File: src/rtl/bqrs_pkg.sv
`default_nettype none

package bqrs_pkg;

    localparam int HOLD_COUNT_BITS_DEF = 8;

    localparam int ADDR_W = 5;
    localparam int DATA_W = 32;
    localparam int IDX_W  = 3;
    localparam int CODE_W = 7;
    localparam int LPS_W  = 8;

    localparam logic [IDX_W-1:0] REG_LONG_PRESS = 3'd0;
    localparam logic [IDX_W-1:0] REG_CODE_BYP   = 3'd1;
    localparam logic [IDX_W-1:0] REG_CODE_TUN   = 3'd2;
    localparam logic [IDX_W-1:0] REG_CODE_LA    = 3'd3;
    localparam logic [IDX_W-1:0] REG_CODE_LB    = 3'd4;

    localparam logic [LPS_W-1:0]  LONG_PRESS_RST = 8'd96;
    localparam logic [CODE_W-1:0] CODE_BYP_RST   = 7'h2B;
    localparam logic [CODE_W-1:0] CODE_TUN_RST   = 7'h4A;
    localparam logic [CODE_W-1:0] CODE_LA_RST    = 7'h32;
    localparam logic [CODE_W-1:0] CODE_LB_RST    = 7'h2C;

    localparam logic [1:0] MODE_BYPASS = 2'd0;
    localparam logic [1:0] MODE_TUNER  = 2'd1;
    localparam logic [1:0] MODE_LINE   = 2'd2;

    localparam logic [1:0] EV_NONE   = 2'd0;
    localparam logic [1:0] EV_BYPASS = 2'd1;
    localparam logic [1:0] EV_LINE   = 2'd2;
    localparam logic [1:0] EV_LONG   = 2'd3;

    localparam int KEY_BYP  = 0;
    localparam int KEY_LINE = 1;

    typedef struct packed {
        logic [LPS_W-1:0]  long_press_scans;
        logic [CODE_W-1:0] code_bypass;
        logic [CODE_W-1:0] code_tuner;
        logic [CODE_W-1:0] code_line_a;
        logic [CODE_W-1:0] code_line_b;
    } cfg_t;

    typedef struct packed {
        logic [CODE_W-1:0] route_code;
        logic              led_bypass;
        logic              led_tuner;
        logic              led_line_a;
        logic              led_line_b;
        logic [1:0]        mode_now;
        logic [1:0]        event_res;
        logic              updated;
    } res_t;

endpackage

`default_nettype wire

File: src/rtl/bqrs_cfg.sv
`default_nettype none

module bqrs_cfg
(
    input  wire logic                          clk,
    input  wire logic                          rst_n,
    input  wire logic                          psel,
    input  wire logic                          penable,
    input  wire logic                          pwrite,
    input  wire logic [bqrs_pkg::ADDR_W-1:0]   paddr,
    input  wire logic [bqrs_pkg::DATA_W-1:0]   pwdata,
    output logic      [bqrs_pkg::DATA_W-1:0]   prdata,
    output logic                               pready,
    output bqrs_pkg::cfg_t                     cfg
);

    bqrs_pkg::cfg_t              cfg_reg;
    bqrs_pkg::cfg_t              cfg_next;
    logic [bqrs_pkg::IDX_W-1:0]  idx;
    logic                        wr_en;

    assign pready = 1'b1;
    assign idx    = paddr[bqrs_pkg::ADDR_W-1:2];
    assign wr_en  = psel && penable && pwrite;

    always_comb
    begin
        cfg_next = cfg_reg;
        if (wr_en)
        begin
            case (idx)
                bqrs_pkg::REG_LONG_PRESS:
                    cfg_next.long_press_scans = pwdata[bqrs_pkg::LPS_W-1:0];
                bqrs_pkg::REG_CODE_BYP: cfg_next.code_bypass = pwdata[bqrs_pkg::CODE_W-1:0];
                bqrs_pkg::REG_CODE_TUN: cfg_next.code_tuner  = pwdata[bqrs_pkg::CODE_W-1:0];
                bqrs_pkg::REG_CODE_LA:  cfg_next.code_line_a = pwdata[bqrs_pkg::CODE_W-1:0];
                bqrs_pkg::REG_CODE_LB:  cfg_next.code_line_b = pwdata[bqrs_pkg::CODE_W-1:0];
                default: cfg_next = cfg_reg;
            endcase
        end
    end

    always_comb
    begin
        case (idx)
            bqrs_pkg::REG_LONG_PRESS:
                prdata = {{(bqrs_pkg::DATA_W-bqrs_pkg::LPS_W){1'b0}}, cfg_reg.long_press_scans};
            bqrs_pkg::REG_CODE_BYP:
                prdata = {{(bqrs_pkg::DATA_W-bqrs_pkg::CODE_W){1'b0}}, cfg_reg.code_bypass};
            bqrs_pkg::REG_CODE_TUN:
                prdata = {{(bqrs_pkg::DATA_W-bqrs_pkg::CODE_W){1'b0}}, cfg_reg.code_tuner};
            bqrs_pkg::REG_CODE_LA:
                prdata = {{(bqrs_pkg::DATA_W-bqrs_pkg::CODE_W){1'b0}}, cfg_reg.code_line_a};
            bqrs_pkg::REG_CODE_LB:
                prdata = {{(bqrs_pkg::DATA_W-bqrs_pkg::CODE_W){1'b0}}, cfg_reg.code_line_b};
            default:
                prdata = '0;
        endcase
    end

    always_ff @(posedge clk or negedge rst_n)
    begin
        if (!rst_n)
        begin
            cfg_reg.long_press_scans <= bqrs_pkg::LONG_PRESS_RST;
            cfg_reg.code_bypass      <= bqrs_pkg::CODE_BYP_RST;
            cfg_reg.code_tuner       <= bqrs_pkg::CODE_TUN_RST;
            cfg_reg.code_line_a      <= bqrs_pkg::CODE_LA_RST;
            cfg_reg.code_line_b      <= bqrs_pkg::CODE_LB_RST;
        end
        else
        begin
            cfg_reg <= cfg_next;
        end
    end

    assign cfg = cfg_reg;

endmodule

`default_nettype wire

File: src/rtl/bqrs_scan.sv
`default_nettype none

module bqrs_scan
#(
    parameter int HOLD_COUNT_BITS = bqrs_pkg::HOLD_COUNT_BITS_DEF
)
(
    input  wire logic           clk,
    input  wire logic           rst_n,
    input  wire logic           fire,
    input  wire logic           bypass_pin,
    input  wire logic           line_pin,
    input  wire bqrs_pkg::cfg_t cfg,
    output bqrs_pkg::res_t      res
);

    localparam int CMP_W = (HOLD_COUNT_BITS > bqrs_pkg::LPS_W) ? HOLD_COUNT_BITS
                                                               : bqrs_pkg::LPS_W;
    localparam logic [HOLD_COUNT_BITS-1:0] HOLD_MAX = '1;

    logic [1:0]                 last_reg,   last_next;
    logic [1:0]                 stable_reg, stable_next;
    logic [1:0]                 pend_reg,   pend_next;
    logic [HOLD_COUNT_BITS-1:0] hold_reg,   hold_next;
    logic [1:0]                 mode_reg,   mode_next;
    logic                       choice_reg, choice_next;

    logic [1:0]                 sample;
    logic [1:0]                 rise;
    logic [1:0]                 pend_db;
    logic [HOLD_COUNT_BITS-1:0] hold_inc;
    logic [1:0]                 ev;
    logic [1:0]                 m_cur;

    // debounce and edge capture
    always_comb
    begin
        sample      = {~line_pin, ~bypass_pin};
        rise        = ~stable_reg & sample;
        stable_next = stable_reg;
        pend_db     = pend_reg;
        if (sample == last_reg)
        begin
            stable_next = sample;
            if (rise != 2'b00)
            begin
                pend_db = rise;
            end
        end
        last_next = sample;
    end

    // command check
    always_comb
    begin
        hold_inc  = (hold_reg == HOLD_MAX) ? hold_reg : hold_reg + 1'b1;
        ev        = bqrs_pkg::EV_NONE;
        pend_next = pend_db;
        hold_next = '0;
        if (stable_next[bqrs_pkg::KEY_BYP])
        begin
            hold_next = hold_inc;
            if (CMP_W'(hold_inc) > CMP_W'(cfg.long_press_scans))
            begin
                ev        = bqrs_pkg::EV_LONG;
                pend_next = 2'b00;
            end
        end
        else
        begin
            priority if (pend_db[bqrs_pkg::KEY_LINE])
            begin
                ev        = bqrs_pkg::EV_LINE;
                pend_next = 2'b00;
            end
            else if (pend_db[bqrs_pkg::KEY_BYP])
            begin
                ev        = bqrs_pkg::EV_BYPASS;
                pend_next = 2'b00;
            end
            else
            begin
                ev        = bqrs_pkg::EV_NONE;
            end
        end
    end

    // mode selector
    always_comb
    begin
        m_cur       = (mode_reg == bqrs_pkg::MODE_TUNER || mode_reg == bqrs_pkg::MODE_LINE)
                      ? mode_reg : bqrs_pkg::MODE_BYPASS;
        mode_next   = m_cur;
        choice_next = choice_reg;
        if (ev != bqrs_pkg::EV_NONE)
        begin
            unique case (m_cur)
                bqrs_pkg::MODE_TUNER:
                begin
                    if (ev == bqrs_pkg::EV_BYPASS)
                        mode_next = bqrs_pkg::MODE_BYPASS;
                    else if (ev == bqrs_pkg::EV_LINE)
                        mode_next = bqrs_pkg::MODE_LINE;
                end
                bqrs_pkg::MODE_LINE:
                begin
                    if (ev == bqrs_pkg::EV_BYPASS)
                        mode_next = bqrs_pkg::MODE_BYPASS;
                    else if (ev == bqrs_pkg::EV_LONG)
                        mode_next = bqrs_pkg::MODE_TUNER;
                    else
                        choice_next = ~choice_reg;
                end
                default:
                begin
                    mode_next = (ev == bqrs_pkg::EV_LONG) ? bqrs_pkg::MODE_TUNER
                                                           : bqrs_pkg::MODE_LINE;
                end
            endcase
        end
    end

    // result word
    always_comb
    begin
        res.led_bypass = (mode_next == bqrs_pkg::MODE_BYPASS);
        res.led_tuner  = (mode_next == bqrs_pkg::MODE_TUNER);
        res.led_line_a = (mode_next == bqrs_pkg::MODE_LINE) && !choice_next;
        res.led_line_b = (mode_next == bqrs_pkg::MODE_LINE) && choice_next;
        res.mode_now   = mode_next;
        res.event_res  = ev;
        res.updated    = (ev != bqrs_pkg::EV_NONE);
        if (mode_next == bqrs_pkg::MODE_BYPASS)
            res.route_code = cfg.code_bypass;
        else if (mode_next == bqrs_pkg::MODE_TUNER)
            res.route_code = cfg.code_tuner;
        else
            res.route_code = choice_next ? cfg.code_line_b : cfg.code_line_a;
    end

    always_ff @(posedge clk or negedge rst_n)
    begin
        if (!rst_n)
        begin
            last_reg   <= 2'b00;
            stable_reg <= 2'b00;
            pend_reg   <= 2'b00;
            hold_reg   <= '0;
            mode_reg   <= bqrs_pkg::MODE_BYPASS;
            choice_reg <= 1'b0;
        end
        else if (fire)
        begin
            last_reg   <= last_next;
            stable_reg <= stable_next;
            pend_reg   <= pend_next;
            hold_reg   <= hold_next;
            mode_reg   <= mode_next;
            choice_reg <= choice_next;
        end
    end

endmodule

`default_nettype wire

File: src/rtl/button_qualified_route_selector.sv
// channel  | handshake                | payload
// ---------+--------------------------+------------------------------------------------
// scan     | scan_valid / scan_stall  | bypass_pin, line_pin
// result   | res_valid / res_stall    | route_code, led_*, mode_now, event_res, updated
// config   | apb psel/penable/pready  | paddr, pwdata, prdata
//
// one request per clock sustained while the result is not stalled; a scan goes
// through the input register, then scan logic into the result register
// reset clears debounce state, hold counter, mode and line choice; registers
// take their default codes
// a stalled result holds the result register; the input register drains into it
// as soon as it frees, and scan_stall rises only while both are occupied
`default_nettype none

module button_qualified_route_selector
#(
    parameter int HOLD_COUNT_BITS = bqrs_pkg::HOLD_COUNT_BITS_DEF
)
(
    input  wire logic                          clk,
    input  wire logic                          rst_n,

    input  wire logic                          scan_valid,
    output logic                               scan_stall,
    input  wire logic                          bypass_pin,
    input  wire logic                          line_pin,

    output logic                               res_valid,
    input  wire logic                          res_stall,
    output logic [bqrs_pkg::CODE_W-1:0]        route_code,
    output logic                               led_bypass,
    output logic                               led_tuner,
    output logic                               led_line_a,
    output logic                               led_line_b,
    output logic [1:0]                         mode_now,
    output logic [1:0]                         event_res,
    output logic                               updated,

    input  wire logic                          psel,
    input  wire logic                          penable,
    input  wire logic                          pwrite,
    input  wire logic [bqrs_pkg::ADDR_W-1:0]   paddr,
    input  wire logic [bqrs_pkg::DATA_W-1:0]   pwdata,
    output logic      [bqrs_pkg::DATA_W-1:0]   prdata,
    output logic                               pready
);

    bqrs_pkg::cfg_t  cfg;
    bqrs_pkg::res_t  res_comb;
    bqrs_pkg::res_t  res_reg;

    logic in_valid_reg,  in_valid_next;
    logic byp_pin_reg;
    logic line_pin_reg;
    logic out_valid_reg, out_valid_next;
    logic accept;
    logic advance;

    assign advance    = in_valid_reg && (!out_valid_reg || !res_stall);
    assign scan_stall = in_valid_reg && !advance;
    assign accept     = scan_valid && !scan_stall;

    always_comb
    begin
        in_valid_next = in_valid_reg;
        if (accept)
            in_valid_next = 1'b1;
        else if (advance)
            in_valid_next = 1'b0;

        out_valid_next = out_valid_reg;
        if (advance)
            out_valid_next = 1'b1;
        else if (!res_stall)
            out_valid_next = 1'b0;
    end

    always_ff @(posedge clk or negedge rst_n)
    begin
        if (!rst_n)
        begin
            in_valid_reg  <= 1'b0;
            out_valid_reg <= 1'b0;
        end
        else
        begin
            in_valid_reg  <= in_valid_next;
            out_valid_reg <= out_valid_next;
        end
    end

    always_ff @(posedge clk)
    begin
        if (accept)
        begin
            byp_pin_reg  <= bypass_pin;
            line_pin_reg <= line_pin;
        end
        if (advance)
        begin
            res_reg <= res_comb;
        end
    end

    bqrs_cfg u_cfg
    (
        .clk     (clk),
        .rst_n   (rst_n),
        .psel    (psel),
        .penable (penable),
        .pwrite  (pwrite),
        .paddr   (paddr),
        .pwdata  (pwdata),
        .prdata  (prdata),
        .pready  (pready),
        .cfg     (cfg)
    );

    bqrs_scan #(
        .HOLD_COUNT_BITS (HOLD_COUNT_BITS)
    ) u_scan
    (
        .clk        (clk),
        .rst_n      (rst_n),
        .fire       (advance),
        .bypass_pin (byp_pin_reg),
        .line_pin   (line_pin_reg),
        .cfg        (cfg),
        .res        (res_comb)
    );

    assign res_valid  = out_valid_reg;
    assign route_code = res_reg.route_code;
    assign led_bypass = res_reg.led_bypass;
    assign led_tuner  = res_reg.led_tuner;
    assign led_line_a = res_reg.led_line_a;
    assign led_line_b = res_reg.led_line_b;
    assign mode_now   = res_reg.mode_now;
    assign event_res  = res_reg.event_res;
    assign updated    = res_reg.updated;

endmodule

`default_nettype wire

File: config.mk
export PLATFORM = sky130hd
export DESIGN_NAME = button_qualified_route_selector
export DESIGN_NICKNAME = d
export VERILOG_FILES = /design/src/rtl/bqrs_pkg.sv /design/src/rtl/bqrs_cfg.sv /design/src/rtl/bqrs_scan.sv /design/src/rtl/button_qualified_route_selector.sv
export SDC_FILE = /design/constraint.sdc
export NUM_CORES = 1
export LEC_CHECK = 0
export ABC_AREA = 1
export ABC_CLOCK_PERIOD_IN_PS = 4000
export BUFFER_PORTS_ARGS = -buffer_cell sky130_fd_sc_hd__buf_2
export CELL_PAD_IN_SITES_DETAIL_PLACEMENT = 0
export CELL_PAD_IN_SITES_GLOBAL_PLACEMENT = 2
export CORE_UTILIZATION = 31
export CTS_CLUSTER_SIZE = 8
export DETAILED_ROUTE_END_ITERATION = 7
export PLACE_DENSITY = 0.87
export SLEW_MARGIN = 10
export SYNTH_ARGS = -nofsm -noshare
export SYNTH_HDL_FRONTEND = slang
export SYNTH_SLANG_ARGS = --single-unit
File: constraint.sdc
create_clock -name clk -period 4 [get_ports clk]
set_input_delay 0.8 -clock clk [delete_from_list [all_inputs] [get_ports clk]]
set_output_delay 0.8 -clock clk [all_outputs]
set_load 0.01 [all_outputs]
==> flow_summary_export.csv <==
group,metric,value,unit
placed_design,place_inst,674,
route,drt_wl_total,9.056,mm
status,status,"completed",
synth,synth_area,3954,um^2
sta,maxSlewHeadroom,0.3487,
cts,clock_path_buffers,2,
cts,cts_buffers,9,
synth,synth_ff_type,"dfrtp_1",
cells_and_area,largest_reg_flops,36,
sta,rsz0062_at_grt,"false",
global_route,grt_pass1_wl,15.07,mm
global_route,antenna_found_initial,0,
global_route,grt_max_degree,42,
die,num_io_pins,97,
cts,tritoncts,"done",
synth,syn_area_per_cell,8.412,um^2
route,final_antenna_net_count,0,
setup_path,crit_type,"reg2reg",
sta,worstMarginPinSlew,0.9769,ns
cells_and_area,multi_input_area,1622,um^2
sta,fin_crit,3.629,ns
global_route,first_global_vias,3042,
setup_path,crit_arrival,3.70,ns
synth,synth_edf_count,18,
cells_and_area,drive_gt1_frac,0.1931,
sta,setup_slack,0.3715,ns
pwr,power_density,590.8,nW/um^2
setup_path,end_kind,"flop",
setup_path,cp.required,4.07,ns
cts,htreeDepth,3,
synth,ys_types,33,
die,core_area,12210,um^2
cells_and_area,n_fill_cell,1292,
route,wl_per_cell,13.11,um
placed_design,place_ws,0.1449,ns
run,cap_violations,0,
die,die_h,114.9,um
synth,yosysWarningCount,0,
die,die_w,114.9,um
cells_and_area,syn_to_final_growth,15.79,%
cells_and_area,final_cells,691,
global_route,grt_overflow_total,0,
setup_path,start_kind,"flop",
cts,clk_pin_slew,0.06,ns
placed_design,gp_congestion,0.8307,
cells_and_area,regArea,1936,um^2
sta,final_hold_viol_count,0,
sta,setup_violations,0,
synth,seq_area_frac_synth,0.4896,
global_route,grt_usage,0.1513,
synth,ys_ff_latch,73,
die,start_util,0.3238,
pwr,vdd_drop_max,0.1844,mV
pwr,leakage,0.002238,uW
cts,cts.sinks,73,
die,num_rows,40,
sta,slew_violations,0,
cells_and_area,final_nets,576,
synth,syn_inst,470,
sta,fin_crit_sh,0.9071,
synth,synthArstFlopShare,0.7534,
route,drtPass1Iterations,4,
cells_and_area,diodes,0,
route,vias,3191,
cts,clock_latency,0.33,ns
cts,cts-root-buf,"clkbuf_16",
sta,fin_skew,0.006277,ns
placed_design,dp_hpwl,6.846,mm
setup_path,crit_fanout,15,
cts,hold_buffers,0,
die,dieArea,13210,um^2
route,drc_errors,0,
route,first_iter_violations,169,
sta,totalNegativeSetupSlack,0,ns
placed_design,port-buffer-count,45,
route,viasPerCell,4.618,
worst_hold_path,hp-class,"reg2reg",
sta,max_freq,275.6,MHz
cells_and_area,final_util,0.3749,
-- area by class of cell --
class                           instances  area share
Sequential cell                        73      0.4228
Multi-Input combinational cell        317      0.3542
Timing Repair Buffer                   50     0.05739
Inverter                               67     0.05493
Clock buffer                           10     0.05220
Tap cell                              168     0.04591
Clock inverter                          6     0.01257
-- per-layer routing --
| metal | track usage | part of all wire | wire, um | vias up |
|---|---|---|---|---|
| met5 | 0 | 0 | 0 | - |
| met4 | 0.06667 | 0.011 | 103 | 0 |
| met3 | 0.03057 | 0.048 | 439 | 6 |
| met2 | 0.2357 | 0.45 | 4093 | 93 |
| met1 | 0.2037 | 0.49 | 4420 | 1497 |
| li1 | - | - | - | 1595 |
-- cell families after synthesis --
group | count (synthesis) | share of synthesized area
AO/OA/AOI/OAI | 83 | 0.1174
XOR/XNOR | 3 | 0.006647
adder cells (fa/ha/maj) | 12 | 0.03797
buffers and inverters | 103 | 0.1253
flip-flops | 73 | 0.4896
other | 2 | 0.001899
AND/OR/NAND/NOR | 194 | 0.2212
-- through the flow --
step | instance area [um^2] | hold slack (ns) | power [uW]
after detailed placement | 4262 | 0.4733 | 1912
after floorplan | 4040 | 0.4477 | 1677
after CTS | 4558 | 0.4876 | 2726
after global placement | 4262 | 0.4630 | 1886
after global routing | 4578 | 0.5214 | 2913
final | 4578 | 0.4854 | 2705
-- worst max-delay path, stage by stage (launching register included) --
cell,delay (ns)
dfrtp_1,0.36
ha_1,0.18
inv_1,0.04
nor3_1,0.20
nand2_1,0.14
nor3_2,0.22
nand2_2,0.15
nand2_1,0.10
xor2_1,0.23
inv_1,0.07
ha_1,0.29
nand2_1,0.06
nor2_1,0.14
nand4_1,0.25
nand3_4,0.20
nand3_2,0.09
nand2_1,0.08
inv_2,0.04
nand2_4,0.17
nand2_4,0.16
nand2_1,0.14
nor2_1,0.06
-- cell usage after synthesis, types with 3 or more instances --
cell type    n  area (um^2)
nand3_2      3        30.03
nand2_1    123        461.7
nor2_1      17        63.81
ha_1        12        150.1
dfstp_2     15        394.1
edfxtp_1    18        540.5
a221oi_1     6        52.55
buf_4       26        195.2
xor2_1       3        26.28
a21oi_1      6        30.03
inv_2        6        22.52
dfrtp_1     40         1001
buf_2        3        15.01
o22ai_1      9        56.30
nor3_1       5        25.02
nand4_1     18        112.6
inv_1       60        225.2
nand3_1     16        80.08
clkbuf_1     6        22.52
nand2_2      3        18.77
o21ai_0     58        290.3
-- final timing paths --
check / start / endpoint / slack (ns) / cells past startpoint
setup / recovery: u_scan.hold_reg[0] / led_line_a / 0.37 / 21
hold / removal: in_valid_reg / res_valid / 0.49 / 2
setup reg to reg: u_scan.hold_reg[0] / led_line_a / 0.37 / 21
hold reg to reg: in_valid_reg / res_valid / 0.49 / 2
max in group asynchronous: rst_n / u_cfg.cfg[5] / 2.55 / 2
min in group asynchronous: rst_n / u_scan.last_reg[0] / 0.62 / 1
-- placed cells by master, fill, tap and decap left out, types with 3 or more instances in the layout --
master | Yosys | routed
a21oi_1 | 6 | 6
a221oi_1 | 6 | 6
buf_2 | 3 | 45
buf_4 | 26 | 5
clkbuf_16 | 0 | 9
clkinv_2 | 0 | 3
conb_1 | 2 | 25
dfrtp_1 | 40 | 40
dfstp_2 | 15 | 15
edfxtp_1 | 18 | 18
ha_1 | 12 | 12
inv_1 | 60 | 60
inv_2 | 6 | 7
nand2_1 | 123 | 122
nand2_2 | 3 | 3
nand3_1 | 16 | 16
nand3_2 | 3 | 3
nand4_1 | 18 | 18
nor2_1 | 17 | 17
nor3_1 | 5 | 4
nor3_2 | 2 | 3
o21ai_0 | 58 | 58
o22ai_1 | 9 | 9
xor2_1 | 3 | 3
-- where the power goes --
group / leakage, uW / switching, uW / internal [uW]
clock network: 0.000150 / 308 / 495
logic: 0.00124 / 553 / 276
registers: 0.000852 / 89.5 / 983
total: 0.00224 / 951 / 1750
-- timing repair --
| action | in CTS | in global routing |
|---|---|---|
| setup buffers | 0 | 1 |
| endpoints found under the setup margin | 0 | 13 |
| gates resized for setup | 0 | 4 |
Power figures use the tool's default switching activity.
